File: src/rtl/fpa_pkg.sv
// ----------------------------------------------------------------------------
// fpa_pkg: shared types and constants of the signed Q24.8 fixed-point ALU
// Holds the data widths, the divider pipeline shape and the operation codes.
// ----------------------------------------------------------------------------
`timescale 1ns / 1ps
`default_nettype none

package fpa_pkg;

  // Raw value width and number of fraction bits.
  localparam int DATA_W = 32;
  localparam int FRAC_W = 8;
  localparam int OP_W   = 4;

  // The divider consumes the magnitude of operand_a shifted left by the
  // fraction bits; the magnitude of a negative full-scale value needs
  // DATA_W bits, so the shifted dividend needs DATA_W + FRAC_W bits.
  localparam int DIV_N      = DATA_W + FRAC_W;
  localparam int DIV_STEP   = 2;
  localparam int DIV_STAGES = (DIV_N + DIV_STEP - 1) / DIV_STEP;

  // Operation codes.
  typedef enum logic [OP_W-1:0] {
    OP_ADD      = 4'd0,
    OP_SUB      = 4'd1,
    OP_MUL      = 4'd2,
    OP_DIV      = 4'd3,
    OP_FROM_INT = 4'd4,
    OP_TO_INT   = 4'd5,
    OP_CMP      = 4'd6,
    OP_MIN      = 4'd7,
    OP_MAX      = 4'd8,
    OP_INC      = 4'd9,
    OP_DEC      = 4'd10
  } fpa_op_t;

  // Everything that travels beside the divider until the final select.
  typedef struct packed {
    logic [OP_W-1:0]   op;
    logic [DATA_W-1:0] simple;
    logic [DATA_W-1:0] prod;
    logic              lt;
    logic              eq;
    logic              gt;
    logic              qneg;
    logic              dz;
  } fpa_side_t;

endpackage

`default_nettype wire

File: src/rtl/fpa_div.sv
// ----------------------------------------------------------------------------
// fpa_div: pipelined unsigned restoring divider
// Produces DIV_STEP quotient bits per register stage; one beat may enter in
// every cycle and leaves after the last of the DIV_STAGES stage registers.
// ----------------------------------------------------------------------------
`timescale 1ns / 1ps
`default_nettype none

module fpa_div (
  input  wire logic                            clk,
  input  wire logic [fpa_pkg::DIV_N-1:0]       dividend,
  input  wire logic [fpa_pkg::DATA_W-1:0]      divisor,
  output logic      [fpa_pkg::DATA_W-1:0]      quotient
);

  localparam int NS = fpa_pkg::DIV_STAGES;
  localparam int DW = fpa_pkg::DATA_W;
  localparam int NW = fpa_pkg::DIV_N;

  // Per-stage state: partial remainder, dividend bits still to shift in
  // (quotient bits fill from the bottom) and the divisor.
  logic [DW-1:0] rem_r [NS];
  logic [NW-1:0] dq_r  [NS];
  logic [DW-1:0] d_r   [NS];

  // One restoring step: shift in the next dividend bit, trial subtract.
  function automatic logic [DW+NW-1:0] div_step(input logic [DW-1:0] rem,
                                                input logic [NW-1:0] dq,
                                                input logic [DW-1:0] d);
    logic [DW:0]   wide;
    logic [DW:0]   diff;
    logic [DW-1:0] rem_o;
    logic [NW-1:0] dq_o;
    wide = {rem, dq[NW-1]};
    diff = wide - {1'b0, d};
    dq_o = {dq[NW-2:0], 1'b0};
    if (!diff[DW]) begin
      rem_o   = diff[DW-1:0];
      dq_o[0] = 1'b1;
    end else begin
      rem_o = wide[DW-1:0];
    end
    return {rem_o, dq_o};
  endfunction

  // Stage registers, each doing DIV_STEP dependent steps.
  always_ff @(posedge clk) begin
    logic [DW-1:0] rem;
    logic [NW-1:0] dq;
    logic [DW-1:0] d;
    for (int s = 0; s < NS; s++) begin
      if (s == 0) begin
        rem = '0;
        dq  = dividend;
        d   = divisor;
      end else begin
        rem = rem_r[s-1];
        dq  = dq_r[s-1];
        d   = d_r[s-1];
      end
      for (int k = 0; k < fpa_pkg::DIV_STEP; k++) begin
        if (s * fpa_pkg::DIV_STEP + k < NW) begin
          {rem, dq} = div_step(rem, dq, d);
        end
      end
      rem_r[s] <= rem;
      dq_r[s]  <= dq;
      d_r[s]   <= d;
    end
  end

  // After all steps the shift word holds the whole quotient.
  assign quotient = dq_r[NS-1][DW-1:0];

endmodule

`default_nettype wire

File: config.mk
export PLATFORM = sky130hd
export DESIGN_NAME = fpa_div
export DESIGN_NICKNAME = d
export VERILOG_FILES = /design/src/rtl/fpa_pkg.sv /design/src/rtl/fpa_div.sv
export SDC_FILE = /design/constraint.sdc
export NUM_CORES = 2
export LEC_CHECK = 0
export ABC_AREA = 0
export ABC_CLOCK_PERIOD_IN_PS = 6650
export CAP_MARGIN = 15
export CORE_ASPECT_RATIO = 0.9
export CORE_UTILIZATION = 55
export DETAILED_ROUTE_END_ITERATION = 10
export DONT_BUFFER_PORTS = 1
export PLACE_DENSITY = 0.78
export SYNTH_ARGS = -nofsm -noshare
export SYNTH_HDL_FRONTEND = slang
export SYNTH_SLANG_ARGS = --single-unit
File: constraint.sdc
create_clock -name clk -period 6.65 [get_ports clk]
set_input_delay 0.3325 -clock clk [delete_from_list [all_inputs] [get_ports clk]]
set_output_delay 0.3325 -clock clk [all_outputs]
set_load 0.02 [all_outputs]
* Yosys cells after proc, flatten, opt, wreduce, memory -nomap -nowiden
Memories as Yosys holds them, arrays and structs flattened.
Index checks and enable logic that the tools add are counted.
W data, S select, Z words.
** Word-level totals
- Logic and storage cells :: 123
- Register bits after elaboration :: 0
- Bits in writable memories :: 2080
- Input port bits :: 73
- Memories :: 3
** Memories
- dq_r :: depth 20, width 40, rd ports 20, clocked after memory_dff 0, write ports 20, RTL line fpa_div.sv:23 : logic [NW-1:0] dq_r [NS];
- d_r :: depth 20, width 32, rd ports 19, clocked after memory_dff 0, write ports 20, RTL line fpa_div.sv:24 : logic [DW-1:0] d_r [NS];
- rem_r :: depth 20, width 32, rd ports 19, clocked after memory_dff 0, write ports 20, RTL line fpa_div.sv:22 : logic [DW-1:0] rem_r [NS];
** Operators by class
- $add $sub $neg :: 40
- Mux-type cells :: 80
** Operators with widths (number)
- $sub A33 B32 Y33 :: 39
- $mux W32 :: 40
- $mux W1 :: 40
- $sub A1 B32 Y33 :: 1

* Longest topological paths before layout
- Depth in word-level cells :: 4
- Depth in mapped cells :: 31
- Depth with buffers taken out :: 29

* Worst setup path before layout
OpenSTA, ideal clock, no wires.
- Kind :: reg-to-reg
- Start :: mem d_r[12][0] (netlist name)
- End :: mem rem_r[6][56] (netlist name)
- Buffers on the path :: 3
- Slack :: -0.537 ns
- Clock period less this slack :: 7.187 ns
- Data required time :: 6.529 ns
- Data arrival time :: 7.067 ns
- Cell stages (with the launch flop) :: 28
- Cells stage by stage :: dfxtp_1 -> ha_1 -> inv_1 -> fa_1 -> a21o_1 -> a21oi_1 -> o21bai_1 -> a2111oi_0 -> o32ai_1 -> o41ai_1 -> o41ai_1 -> xor2_1 -> clkbuf_1 -> buf_1 -> mux2_2 -> ha_1 -> a21o_1 -> a21o_1 -> a211oi_1 -> o211ai_1 -> a31oi_1 -> o21ai_1 -> a31oi_1 -> o21ai_1 -> a221oi_1 -> xor2_1 -> buf_2 -> mux2_2
** RTL lines (RTL line)
- from (decl) :: fpa_div.sv:24
- to (decl) :: fpa_div.sv:22

==> impl_results.md <==
- Status: finished with violations
- Violated checks: negative setup slack
- Max-cap violations: 0
- Std cell rows: 157
- Routed met1 length: 156000 um
- R2r worst-path depth: 31
- Largest net degree at the start of global routing: 34
- Crit path launch type: register
- Largest family of logic cells by synthesized area: compound AO/OA/AOI/OAI gates
- Starting Density: 0.553
- Setup-failing EPs final: 104
- Req. time, crit path: 7380 ps
- Final Util: 0.700
- RePlAce Congestion: 0.977
- FFs w/ async S/R, synth: 0
- Clock transition at path regs: 70 ps
- Worst-margin pin slew: 1090 ps
- Clock Sinks: 1868
- Vias per cell: 5.88
- Die area: 206000 um^2
- Share of the yosys chip area belonging to registers: 0.333
- Max Slew Vio Count: 0
- CTS Buffer Depth: 3
- Tcrit/Tclk final: 1.06
- Die Y: 431 um
- Synth Area in Compound Gates: 0.201
- Setup WS pre-CTS: -801 ps
- Ys Warns: 0
- FF-to-FF Start: dq_r[1][119]$_DFF_P_
- Remaining antenna violation count: 0
- Die width: 479 um
- Start point of the worst hold path: dividend[6]
- Setup ws final: -368 ps
- Clock Latency Late Sink: 880 ps
- Critical R2R Capture: rem_r[3][37]$_DFF_P_
- Hold Vio Cnt, Final: 0
- Crit path capture: rem_r[3][37]$_DFF_P_
- Initial antenna violation count: 23
- Crit path launch: dq_r[1][119]$_DFF_P_
- Mux cell area share after synthesis: 0.0831
- Area grow syn2layout: 26.5%
- CTS tree: done
- Tmin final: 7020 ps
- Most frequent cells in the layout: dfxtp_1, buf_4, ha_1
- RSZ-0062 raised after global routing: yes
- Top routing layer in use: met5
- Port-buffer cells: 0
- Most common cell after layout, fill and taps aside: dfxtp_1
- XOR/XNOR share of the synthesized area: 0.0830
- Post-synth EDFFs: 0
- Overall routed net length: 349000 um
- Estimated wirelength of the detail-placed design: 255000 um
- Simple-gate portion of the synthesized area: 0.109
- Layout cells sized above 1: 0.245
- Min-delay worst type: input port to register
- CP max FO: 7
- CP max-delay cell: a221o_1
- First DRT Iteration DRCs: 9387
- Post-synthesis adder-cell area fraction: 0.146
- Post-route clock skew: 61.6 ps
- Register bit total from synthesis: 1868
- Grt ovf: 0
- DRC: 0
- CTS Buf Count: 188
- Max transition margin: 0.273
- First-pass GRT wire length: 528000 um
- Root buf cell: clkbuf_16
- Avg Inst Size Synth: 9.04 um^2
- Total Nets Final: 15.7k
- Post-Syn Instances: 12.4k
- Crit Path Category: register to register
- CP Capture Type: register
- IO Pins: 105
- Met3 wire length: 29400 um
- Yosys cell types: 107
- Arrival @ worst endpoint: 7750 ps
- WL/cell: 20.3 um
- H-tree levels: 4
- Met2 WL: 151000 um
- CP max stage delay: 400 ps
- Synth Cell Area: 112000 um^2
- Commonest register cell after synthesis: dfxtp_1
- Vias in the first global route: 98.1k
- Fill count: 14.5k
- Drt first pass iters: 9
- Tot GR Track Use: 0.314
- Vias: 101k
- Core area: 203000 um^2
- Max Clock Freq: 142 MHz
- R2R Setup Slk: -370 ps
[worst min path at each step]
stage | to | slack [ps] | depth (start not counted)
final | dq_r[0][8]$_DFF_P_ | 30 | 1
after global routing | dq_r[0][8]$_DFF_P_ | 5 | 1
after CTS | dq_r[0][29]$_DFF_P_ | 0.7 | 1
after detailed placement | dq_r[1][156]$_DFF_P_ | 310 | 0
after global placement | dq_r[3][17]$_DFF_P_ | 310 | 0
after floorplan | dq_r[0][100]$_DFF_P_ | 310 | 0
[area by class of cell]
class / instances / area (um^2) / area share
Tap cell: 2703 / 3380 / 0.0238
Antenna cell: 5 / 12.5 / 0.0000880
Clock buffer: 239 / 5150 / 0.0362
Sequential cell: 1868 / 37400 / 0.263
Inverter: 997 / 3750 / 0.0263
Clock inverter: 107 / 1560 / 0.0110
Timing Repair Buffer: 1953 / 16500 / 0.116
Multi-Input combinational cell: 9319 / 74400 / 0.523
[logic make-up after synthesis]
group           Yosys count
xor+xnor               1059
mux                     831
compound gates         3546
other cells               1
flops                  1868
fa+ha+maj              1288
simple gates           2579
buf+inv                1270
[synthesized netlist by cell type (105+ instances only)]
master,instances,area (um^2)
o21a_1,177,1330
nand2b_1,191,1190
nor2_1,686,2570
nand3_1,189,946
nand2_1,774,2910
xnor2_1,700,6130
a211oi_1,105,788
o21ai_0,730,3650
nor3_1,134,671
mux2_2,687,7740
a21o_1,622,4670
inv_1,994,3730
ha_1,1249,15600
clkbuf_1,182,683
xor2_1,352,3080
nor2b_1,155,970
dfxtp_1,1868,37400
a21oi_1,1071,5360
o21bai_1,145,1090
[registers in the layout, summed over array words and instances, names as in the netlist]
| register | count |
|---|---|
| dq_r | 652 |
| d_r | 608 |
| rem_r | 608 |
[routing by layer]
layer  track usage  vias up
met2         0.488     4174
met5             0        -
met1         0.442    48000
li1              -    48000
met4        0.0957       14
met3        0.0541      866
[critical path, delay by kind of cell, from the launching register on]
kind	cells	cell delay [ps]
compound gates	16	3710
xor+xnor	2	320
fa+ha+maj	3	730
buf+inv	7	850
flops	1	330
mux	2	660
simple gates	1	250
[through the flow]
| stage | std cells | instance area, um^2 | hold WS (ps) | setup TNS, ps |
|---|---|---|---|---|
| global route | 17200 | 142000 | 5.34 | -50130 |
| finish | 17200 | 142000 | 25.3 | -18130 |
| floorplan | 12500 | 113000 | 310 | 0 |
| global placement | 16400 | 127000 | 310 | -130250 |
| detailed placement | 16400 | 127000 | 312 | -183420 |
| CTS | 17000 | 138000 | 0.683 | -5040 |
[what timing repair did]
action | CTS | global route
resized for setup | 362 | 611
hold buffers | 100 | 0
pin swaps | 112 | 239
cloned | 21 | 22
hold endpoints to repair | 95 | 0
endpoints found under the setup margin | 573 | 589
setup buffers | 129 | 144
Power is left out: the tool's default activity adds up to more than one toggle a clock period on the data nets, which glitch-free logic cannot reach.
